===== src/tmth_pkg.sv =====
package tmth_pkg;

   // Fixed field widths
   localparam int TICK_W      = 32;
   localparam int MASK_W      = 4;
   localparam int OP_W        = 2;
   localparam int TASK_W      = 2;
   localparam int BIN_IDX_W   = 4;
   localparam int CSR_INDEX_W = 1;
   localparam int CSR_DATA_W  = 32;

   // A report run never carries more than this many items
   localparam int REPORT_MAX  = 16;

   // Operation codes of a request item
   typedef enum logic [OP_W-1:0] {
      OP_MARK   = 2'd0,
      OP_CLEAR  = 2'd1,
      OP_SAMPLE = 2'd2,
      OP_UNUSED = 2'd3
   } op_type;

   // Register indexes
   localparam logic [CSR_INDEX_W-1:0] CSR_TIMER_PERIOD = 1'b0;
   localparam logic [CSR_INDEX_W-1:0] CSR_WRAP_TASK    = 1'b1;

   // Command broadcast to every cell of the bin chain
   typedef struct packed {
      logic add_en;
      logic shift_en;
      logic load_en;
   } cell_ctrl_type;

endpackage


===== src/tmth_channel_if.sv =====
// Request channel: one operation per item.
interface tmth_req_if;
   logic                       valid;
   logic                       ready;
   logic [tmth_pkg::OP_W-1:0]   operation;
   logic [tmth_pkg::TASK_W-1:0] task_req;
   logic [tmth_pkg::TICK_W-1:0] timer_count;

   modport source (output valid, operation, task_req, timer_count, input ready);
   modport sink   (input valid, operation, task_req, timer_count, output ready);
endinterface

// Response channel: one bin per item.
interface tmth_rsp_if;
   logic                          valid;
   logic                          ready;
   logic [tmth_pkg::BIN_IDX_W-1:0] bin_index;
   logic [tmth_pkg::TICK_W-1:0]    bin_ticks;
   logic                          last;

   modport source (output valid, bin_index, bin_ticks, last, input ready);
   modport sink   (input valid, bin_index, bin_ticks, last, output ready);
endinterface


===== src/tmth_cell.sv =====
module tmth_cell (
   input  logic                        clock,
   input  logic                        reset,
   input  tmth_pkg::cell_ctrl_type     ctrl,
   input  logic                        select,
   input  logic [tmth_pkg::TICK_W-1:0] addend,
   input  logic [tmth_pkg::TICK_W-1:0] load_value,
   input  logic [tmth_pkg::TICK_W-1:0] next_value,
   output logic [tmth_pkg::TICK_W-1:0] value
);

   logic [tmth_pkg::TICK_W-1:0] value_ff;
   logic [tmth_pkg::TICK_W-1:0] value_in;

   // Shift toward the head, or accumulate / load when this bin is selected
   always_comb begin
      value_in = value_ff;
      if (ctrl.shift_en) begin
         value_in = next_value;
      end else if (select && ctrl.add_en) begin
         value_in = value_ff + addend;
      end else if (select && ctrl.load_en) begin
         value_in = load_value;
      end
   end

   always_ff @(posedge clock) begin
      if (reset) begin
         value_ff <= '0;
      end else begin
         value_ff <= value_in;
      end
   end

   assign value = value_ff;

endmodule


===== src/tmth_chain.sv =====
module tmth_chain #(
   parameter int CELL_COUNT = 16
) (
   input  logic                            clock,
   input  logic                            reset,
   input  tmth_pkg::cell_ctrl_type         ctrl,
   input  logic [$clog2(CELL_COUNT)-1:0]   bin_select,
   input  logic [tmth_pkg::TICK_W-1:0]     addend,
   input  logic [tmth_pkg::TICK_W-1:0]     load_value,
   output logic [tmth_pkg::TICK_W-1:0]     head_value
);

   localparam int SEL_W = $clog2(CELL_COUNT);

   logic [tmth_pkg::TICK_W-1:0] cell_value [CELL_COUNT];
   logic [tmth_pkg::TICK_W-1:0] cell_next  [CELL_COUNT];

   // Row of bins; each hands its value to the one below on a shift, zero enters at the tail
   for (genvar i = 0; i < CELL_COUNT; i++) begin : g_cell
      if (i == CELL_COUNT - 1) begin : g_tail
         assign cell_next[i] = '0;
      end else begin : g_body
         assign cell_next[i] = cell_value[i+1];
      end

      tmth_cell u_cell (
         .clock      (clock),
         .reset      (reset),
         .ctrl       (ctrl),
         .select     (bin_select == SEL_W'(i)),
         .addend     (addend),
         .load_value (load_value),
         .next_value (cell_next[i]),
         .value      (cell_value[i])
      );
   end

   assign head_value = cell_value[0];

endmodule


===== src/task_mask_time_histogram.sv =====
// Load profiler: keeps a 4-bit mask of active tasks and a row of tick bins indexed by that
// mask. Operation 0 sets bit task_req in the mask, 1 clears the mask, 2 takes a timer
// sample; code 3 is ignored. A sample adds the ticks since the previous nonzero sample to the
// bin of the current mask (mask modulo BIN_COUNT). When the count went backwards the wrap
// task bit is set first, the bin gets timer_period minus the previous count, then the bins
// stream out one item each, bin 0 first, with last set on bin BIN_COUNT-1 (at most 16 items,
// so last never shows when BIN_COUNT exceeds 16); the bins are cleared and the current bin
// restarts at the new count. One item is in work at a time: a mark or clear uses EXEC only,
// a sample after a nonzero one also ADD, a wrapping sample ADD, REPORT and LOAD; in REPORT
// the chain shifts one bin per cycle into the output register while that is free.
// Registers: index 0 timer_period, index 1 wrap_task.
module task_mask_time_histogram #(
   parameter int BIN_COUNT   = 16,
   parameter int TIMER_WIDTH = 32
) (
   input  logic                             clock,
   input  logic                             reset,
   tmth_req_if.sink                         req,
   tmth_rsp_if.source                       rsp,
   input  logic                             csr_write_enable,
   input  logic [tmth_pkg::CSR_INDEX_W-1:0] csr_index,
   input  logic [tmth_pkg::CSR_DATA_W-1:0]  csr_write_data
);

   localparam int CELL_COUNT = (BIN_COUNT < tmth_pkg::REPORT_MAX) ? BIN_COUNT
                                                                : tmth_pkg::REPORT_MAX;
   localparam int SEL_W      = $clog2(CELL_COUNT);
   localparam int SAMPLE_W   = (TIMER_WIDTH < tmth_pkg::TICK_W) ? TIMER_WIDTH
                                                                : tmth_pkg::TICK_W;
   localparam bit LAST_ON    = (BIN_COUNT <= tmth_pkg::REPORT_MAX);
   localparam int MASK_W     = tmth_pkg::MASK_W;
   localparam int TICK_W     = tmth_pkg::TICK_W;

   localparam logic [TICK_W-1:0] PERIOD_RESET = TICK_W'(60000000);

   typedef enum logic [4:0] {
      ST_IDLE   = 5'b00001,
      ST_EXEC   = 5'b00010,
      ST_ADD    = 5'b00100,
      ST_REPORT = 5'b01000,
      ST_LOAD   = 5'b10000
   } state_type;

   state_type                   state_ff, state_in;
   logic [tmth_pkg::OP_W-1:0]   op_ff, op_in;
   logic [tmth_pkg::TASK_W-1:0] task_ff, task_in;
   logic [SAMPLE_W-1:0]         now_ff, now_in;
   logic [SAMPLE_W-1:0]         prev_ff, prev_in;
   logic [MASK_W-1:0]           mask_ff, mask_in;
   logic [TICK_W-1:0]           addend_ff, addend_in;
   logic                        wrap_ff, wrap_in;
   logic [SEL_W-1:0]            count_ff, count_in;
   logic [TICK_W-1:0]           period_ff, period_in;
   logic [tmth_pkg::TASK_W-1:0] wrap_task_ff, wrap_task_in;
   logic                        rsp_valid_ff, rsp_valid_in;
   logic [tmth_pkg::BIN_IDX_W-1:0] rsp_index_ff, rsp_index_in;
   logic [TICK_W-1:0]           rsp_ticks_ff, rsp_ticks_in;
   logic                        rsp_last_ff, rsp_last_in;

   logic                        accept;
   logic                        out_free;
   logic                        issue;
   logic                        wrap_now;
   logic [SAMPLE_W-1:0]         diff;
   logic [TICK_W-1:0]           rest;
   logic [MASK_W-1:0]           bin_rem;
   logic [SEL_W-1:0]            bin_select;
   logic [TICK_W-1:0]           head_value;
   tmth_pkg::cell_ctrl_type     cell_ctrl;

   assign accept   = req.valid && (state_ff == ST_IDLE);
   assign out_free = !rsp_valid_ff || rsp.ready;
   assign issue    = (state_ff == ST_REPORT) && out_free;

   // Elapsed ticks, plain and across a wrap
   assign wrap_now = now_ff < prev_ff;
   assign diff     = now_ff - prev_ff;
   assign rest     = period_ff - TICK_W'(prev_ff);

   // Reduce the mask to a bin by repeated subtraction
   always_comb begin
      bin_rem = mask_ff;
      for (int k = 0; k < 8; k++) begin
         if (int'(bin_rem) >= BIN_COUNT) begin
            bin_rem = bin_rem - MASK_W'(BIN_COUNT);
         end
      end
   end
   assign bin_select = SEL_W'(bin_rem);

   // Broadcast command to the chain
   always_comb begin
      cell_ctrl.add_en   = (state_ff == ST_ADD);
      cell_ctrl.shift_en = issue;
      cell_ctrl.load_en  = (state_ff == ST_LOAD);
   end

   tmth_chain #(
      .CELL_COUNT (CELL_COUNT)
   ) u_chain (
      .clock      (clock),
      .reset      (reset),
      .ctrl       (cell_ctrl),
      .bin_select (bin_select),
      .addend     (addend_ff),
      .load_value (TICK_W'(now_ff)),
      .head_value (head_value)
   );

   // Sequencer
   always_comb begin
      state_in     = state_ff;
      op_in        = op_ff;
      task_in      = task_ff;
      now_in       = now_ff;
      prev_in      = prev_ff;
      mask_in      = mask_ff;
      addend_in    = addend_ff;
      wrap_in      = wrap_ff;
      count_in     = count_ff;
      rsp_valid_in = rsp_valid_ff && !rsp.ready;
      rsp_index_in = rsp_index_ff;
      rsp_ticks_in = rsp_ticks_ff;
      rsp_last_in  = rsp_last_ff;

      case (state_ff)
         ST_IDLE: begin
            // Latch the item
            if (accept) begin
               op_in    = req.operation;
               task_in  = req.task_req;
               now_in   = req.timer_count[SAMPLE_W-1:0];
               state_in = ST_EXEC;
            end
         end
         ST_EXEC: begin
            state_in = ST_IDLE;
            case (op_ff)
               tmth_pkg::OP_MARK: begin
                  mask_in = mask_ff | (MASK_W'(1) << task_ff);
               end
               tmth_pkg::OP_CLEAR: begin
                  mask_in = '0;
               end
               tmth_pkg::OP_SAMPLE: begin
                  prev_in = now_ff;
                  if (prev_ff != '0) begin
                     wrap_in  = wrap_now;
                     state_in = ST_ADD;
                     if (wrap_now) begin
                        addend_in = rest;
                        mask_in   = mask_ff | (MASK_W'(1) << wrap_task_ff);
                     end else begin
                        addend_in = TICK_W'(diff);
                     end
                  end
               end
               default: begin
                  state_in = ST_IDLE;
               end
            endcase
         end
         ST_ADD: begin
            // Chain accumulates this cycle
            count_in = '0;
            state_in = wrap_ff ? ST_REPORT : ST_IDLE;
         end
         ST_REPORT: begin
            // Move the head bin into the output register
            if (issue) begin
               rsp_valid_in = 1'b1;
               rsp_index_in = tmth_pkg::BIN_IDX_W'(count_ff);
               rsp_ticks_in = head_value;
               rsp_last_in  = LAST_ON && (count_ff == SEL_W'(CELL_COUNT - 1));
               count_in     = count_ff + SEL_W'(1);
               if (count_ff == SEL_W'(CELL_COUNT - 1)) begin
                  state_in = ST_LOAD;
               end
            end
         end
         ST_LOAD: begin
            // Chain restarts the current bin this cycle
            state_in = ST_IDLE;
         end
         default: begin
            state_in = ST_IDLE;
         end
      endcase
   end

   // Register writes
   always_comb begin
      period_in    = period_ff;
      wrap_task_in = wrap_task_ff;
      if (csr_write_enable) begin
         case (csr_index)
            tmth_pkg::CSR_TIMER_PERIOD: period_in    = csr_write_data[TICK_W-1:0];
            tmth_pkg::CSR_WRAP_TASK:    wrap_task_in = csr_write_data[tmth_pkg::TASK_W-1:0];
            default: begin
               period_in = period_ff;
            end
         endcase
      end
   end

   // Control state
   always_ff @(posedge clock) begin
      if (reset) begin
         state_ff     <= ST_IDLE;
         prev_ff      <= '0;
         mask_ff      <= '0;
         period_ff    <= PERIOD_RESET;
         wrap_task_ff <= '0;
         rsp_valid_ff <= 1'b0;
      end else begin
         state_ff     <= state_in;
         prev_ff      <= prev_in;
         mask_ff      <= mask_in;
         period_ff    <= period_in;
         wrap_task_ff <= wrap_task_in;
         rsp_valid_ff <= rsp_valid_in;
      end
   end

   // Payload
   always_ff @(posedge clock) begin
      op_ff        <= op_in;
      task_ff      <= task_in;
      now_ff       <= now_in;
      addend_ff    <= addend_in;
      wrap_ff      <= wrap_in;
      count_ff     <= count_in;
      rsp_index_ff <= rsp_index_in;
      rsp_ticks_ff <= rsp_ticks_in;
      rsp_last_ff  <= rsp_last_in;
   end

   assign req.ready     = (state_ff == ST_IDLE);
   assign rsp.valid     = rsp_valid_ff;
   assign rsp.bin_index = rsp_index_ff;
   assign rsp.bin_ticks = rsp_ticks_ff;
   assign rsp.last      = rsp_last_ff;

endmodule


===== src/flat_wrapper.sv =====
// flat-port wrapper written by rule: the top's interface ports become plain ports
module task_mask_time_histogram_flat 
#(
   parameter int BIN_COUNT   = 16,
   parameter int TIMER_WIDTH = 32
)
  (clock, reset, csr_write_enable, csr_index, csr_write_data, req_valid, req_operation, req_task_req, req_timer_count, req_ready, rsp_valid, rsp_bin_index, rsp_bin_ticks, rsp_last, rsp_ready);
  tmth_req_if req_i ();
  tmth_rsp_if rsp_i ();
  input  logic clock;
  input  logic reset;
  input  logic csr_write_enable;
  input  logic [tmth_pkg::CSR_INDEX_W-1:0] csr_index;
  input  logic [tmth_pkg::CSR_DATA_W-1:0] csr_write_data;
  input wire logic [$bits(req_i.valid)-1:0] req_valid;
  input wire logic [$bits(req_i.operation)-1:0] req_operation;
  input wire logic [$bits(req_i.task_req)-1:0] req_task_req;
  input wire logic [$bits(req_i.timer_count)-1:0] req_timer_count;
  output wire logic [$bits(req_i.ready)-1:0] req_ready;
  output wire logic [$bits(rsp_i.valid)-1:0] rsp_valid;
  output wire logic [$bits(rsp_i.bin_index)-1:0] rsp_bin_index;
  output wire logic [$bits(rsp_i.bin_ticks)-1:0] rsp_bin_ticks;
  output wire logic [$bits(rsp_i.last)-1:0] rsp_last;
  input wire logic [$bits(rsp_i.ready)-1:0] rsp_ready;
  assign req_i.valid = req_valid;
  assign req_i.operation = req_operation;
  assign req_i.task_req = req_task_req;
  assign req_i.timer_count = req_timer_count;
  assign req_ready = req_i.ready;
  assign rsp_valid = rsp_i.valid;
  assign rsp_bin_index = rsp_i.bin_index;
  assign rsp_bin_ticks = rsp_i.bin_ticks;
  assign rsp_last = rsp_i.last;
  assign rsp_i.ready = rsp_ready;
  task_mask_time_histogram #(.BIN_COUNT(BIN_COUNT), .TIMER_WIDTH(TIMER_WIDTH)) u_core (.clock(clock), .reset(reset), .req(req_i), .rsp(rsp_i), .csr_write_enable(csr_write_enable), .csr_index(csr_index), .csr_write_data(csr_write_data));
endmodule

===== config.mk =====
export PLATFORM = sky130hd
export DESIGN_NAME = task_mask_time_histogram_flat
export DESIGN_NICKNAME = d
export VERILOG_FILES = /design/src/tmth_pkg.sv /design/src/tmth_channel_if.sv /design/src/tmth_cell.sv /design/src/tmth_chain.sv /design/src/task_mask_time_histogram.sv /design/src/flat_wrapper.sv
export SDC_FILE = /design/constraint.sdc
export NUM_CORES = 2
export LEC_CHECK = 0
export BUFFER_PORTS_ARGS = -buffer_cell sky130_fd_sc_hd__buf_2
export CAP_MARGIN = 20
export CORE_ASPECT_RATIO = 0.7
export CORE_MARGIN = 3
export CORE_UTILIZATION = 60
export CTS_CLUSTER_SIZE = 25
export DETAILED_ROUTE_END_ITERATION = 12
export PLACE_DENSITY = 0.77
export SLEW_MARGIN = 0
export SYNTH_ARGS = -nofsm -noshare
export SYNTH_HDL_FRONTEND = slang
export SYNTH_SLANG_ARGS = --single-unit

===== constraint.sdc =====
create_clock -name clock -period 12.3 [get_ports clock]
set_input_delay 0 -clock clock [delete_from_list [all_inputs] [get_ports clock]]
set_output_delay 0 -clock clock [all_outputs]
set_load 0.01 [all_outputs]

==> impl_metrics.ini <==
[logic_synthesis]
syn_inst = 7635
syn_area_per_cell_sq_um = 7.63
async_flop_share_pct = 0
synth_top_area_cell = dfxtp_1
synth_most_common_cell = nand2_1
yosysWarnings = 0
ys_seq_elements = 698
yosysTopAreaCellShare_pct = 20.2
synthTopCellsByCount = nand2_1, a21oi_1, nor2_1, dfxtp_1, ha_1
synth_area_sq_um = 58200
synthesis.nets = 8287
seq_area_frac_synth_pct = 25.9
netlist-cell-type-count = 92
synth_area_leaders = dfxtp_1, ha_1, a21oi_1
synth_edf_count = 110
synth_ff_type = dfxtp_1

[floorplanning]
rows = 94
initial_core_util_pct = 61.2
ios = 113
die_x_um = 378
coreArea_sq_um = 95100
dieArea_sq_um = 101000
die-height_um = 267

[setup_path]
cp-end-kind = flip-flop
slowest_stage = edfxtp_1
worstPathArrival_ns = 5.49
start_kind = flip-flop
worstPathMaxFanout = 36
cp_cell_sequence = inv_1 > fa_1 > nor2b_1 > o21a_1 > o21ai_0 > a2111o_1 > a31oi_1 > o31ai_1 > nand2_1 > inv_1 > buf_4 > nand2_1 > o21ai_0
critPathMaxStageDelay_ns = 1.12
crit_required_ns = 12.69
critPathKind = reg -> reg

[timing]
hold_viol_final = 0
hold_slack_ns = 0.0200
worst_slew_pin_slew_ns = 1.26
min_period_ns = 5.10
slew_headroom_pct = 16.2
period_share_pct = 41.4
setup_violations = 0
max_freq_ghz = 0.196
worst_slack_ns = 7.20
rsz0062_at_grt = false
slew_viol_final = 0
fin_tns_setup_ns = 0
clock_skew_ns = 0.0260

[detailed_routing]
vias_per_cell = 7.07
drc = 0
wl_per_cell_um = 26.7
routed_wl_mm = 240
ant_nets = 0
first_iter_violations = 9790
vias = 63592
first_pass_iters = 8

[clock_tree]
clk_pin_slew_ns = 0.07
post-cts-setup-buffer-count = 0
cts_resized = 0
hold_buffers = 144
htree_levels = 3
cts_sinks = 698
cts.root.buffer_cell = clkbuf_16
ctsLongestPathBuffers = 3
insertion_delay_ns = 0.69
cts_tree = yes
cts_inserted_buffers = 76

[finish]
layout.nets = 8340
final_core_util_pct = 67.4
multiInputGateArea_sq_um = 41100
seq_area_sq_um = 15100
drive_above_1_share_pct = 6.22
synthToLayoutAreaGrowth_pct = 10.1
fillers = 8035

[pwr]
ir_worst_vdd_mv = 0.108
power_density_nw_per_um2 = 83.8
leakage_nw = 27.1

[place]
place_hpwl_mm = 159
place_congestion = 1.03
dp_slack_ns = 7.52
numPortBuffers = 112

[grt]
grt_max_degree = 138
grt_pass1_vias = 56470
globalRouteOverflowTotal = 0
grt_usage_pct = 45.7
grt_pass1_wl_mm = 354
antenna_found_initial = 6

[run]
drv_cap = 0

[run_status]
status = finished, final reports clean

[hold_path]
hold_path_class = in -> reg
## cell families after synthesis
| family | count (synthesis) | share of synthesized area [%] |
|---|---|---|
| fa+ha+maj | 578 | 12.6 |
| xor+xnor | 463 | 6.96 |
| simple gates | 2501 | 18.8 |
| flops | 698 | 25.9 |
| mux | 32 | 0.563 |
| buf+inv | 582 | 3.77 |
| compound gates | 2781 | 31.3 |
## layout make-up
cell class / instances / share of cell area (%)
flip-flops and latches: 698 / 23.5
repair buffers: 404 / 5.00
well taps: 1248 / 2.43
clock inverters: 26 / 0.492
inverters: 153 / 0.907
clock buffers: 109 / 3.61
diodes: 7 / 0.0273
multi-input cells: 6355 / 64.0
## per-stage QoR
| stage | power, mW | area (sq um) | std cells |
|---|---|---|---|
| after detailed placement | 2.81 | 60000 | 8708 |
| after CTS | 5.32 | 64000 | 8987 |
| after floorplan | 2.65 | 58200 | 7635 |
| after global routing | 5.47 | 64100 | 8993 |
| final | 5.38 | 64200 | 9000 |
| after global placement | 2.81 | 60000 | 8707 |
## registers in the layout, summed over array words and instances, names as in the netlist, 2 cells and up
name and flops:
u_core.period_ff 32, u_core.prev_ff 32, u_core.u_chain.g_cell.u_cell.value 512, u_core.rsp.bin_index 4, u_core.bin_rem 4, u_core.wrap_task_ff 2, u_core.rsp.bin_ticks 32, u_core.count_ff 4
u_core.now_ff 32, u_core.task_ff 2, u_core.addend_ff 32, u_core.state_ff 5, u_core.op_ff 2
## routing by layer
layer | GRT usage [%] | vias to the layer above | routed length [um]
met4 | 17.6 | 8 | 10700
li1 | - | 28493 | -
met5 | 0 | - | 50
met2 | 59.2 | 4671 | 88600
met3 | 20.3 | 714 | 42400
met1 | 65.1 | 29706 | 98200
## worst max-delay path: cells and delay by family (launching register included)
family / cells / cell delay [ns]
fa+ha+maj: 1 / 0.51
simple gates: 3 / 0.80
buf+inv: 3 / 1.00
compound gates: 6 / 1.37
flops: 1 / 1.12
## worst paths after layout
| path | from | to | slack [ns] | depth (start not counted) |
|---|---|---|---|---|
| worst max-delay path | u_core.now_ff[1] | u_core.addend_ff[9] | 7.20 | 13 |
| worst min-delay path | req_timer_count[20] | u_core.now_ff[20] | 0.02 | 2 |
| worst max register to register | u_core.now_ff[1] | u_core.addend_ff[9] | 7.20 | 13 |
| worst min register to register | u_core.u_chain.g_cell[3].u_cell.value[6] | u_core.u_chain.g_cell[2].u_cell.value[6] | 0.47 | 2 |
## placed cells by master, fill, tap and decap left out, types with 123 or more instances in the layout
master	Yosys	final
a21o_1	291	291
ha_1	560	560
nor2_1	755	732
xnor2_1	258	258
buf_4	1	141
inv_1	151	150
nor3_1	142	140
dfxtp_1	588	588
o21ai_0	354	354
nand3_1	154	153
xor2_1	205	205
o211ai_1	294	294
a21oi_1	900	900
nand2_1	1005	1004
dlygate4sd3_1	0	144
a211oi_1	123	123
## power by group
group / internal, mW / leakage (nW) / switching, mW
Combinational: 0.155 / 20.1 / 0.325
Sequential: 2.34 / 5.70 / 0.0211
Clock: 1.46 / 1.30 / 1.08
Total: 3.95 / 27.1 / 1.43
Power figures use the tool's default switching activity.
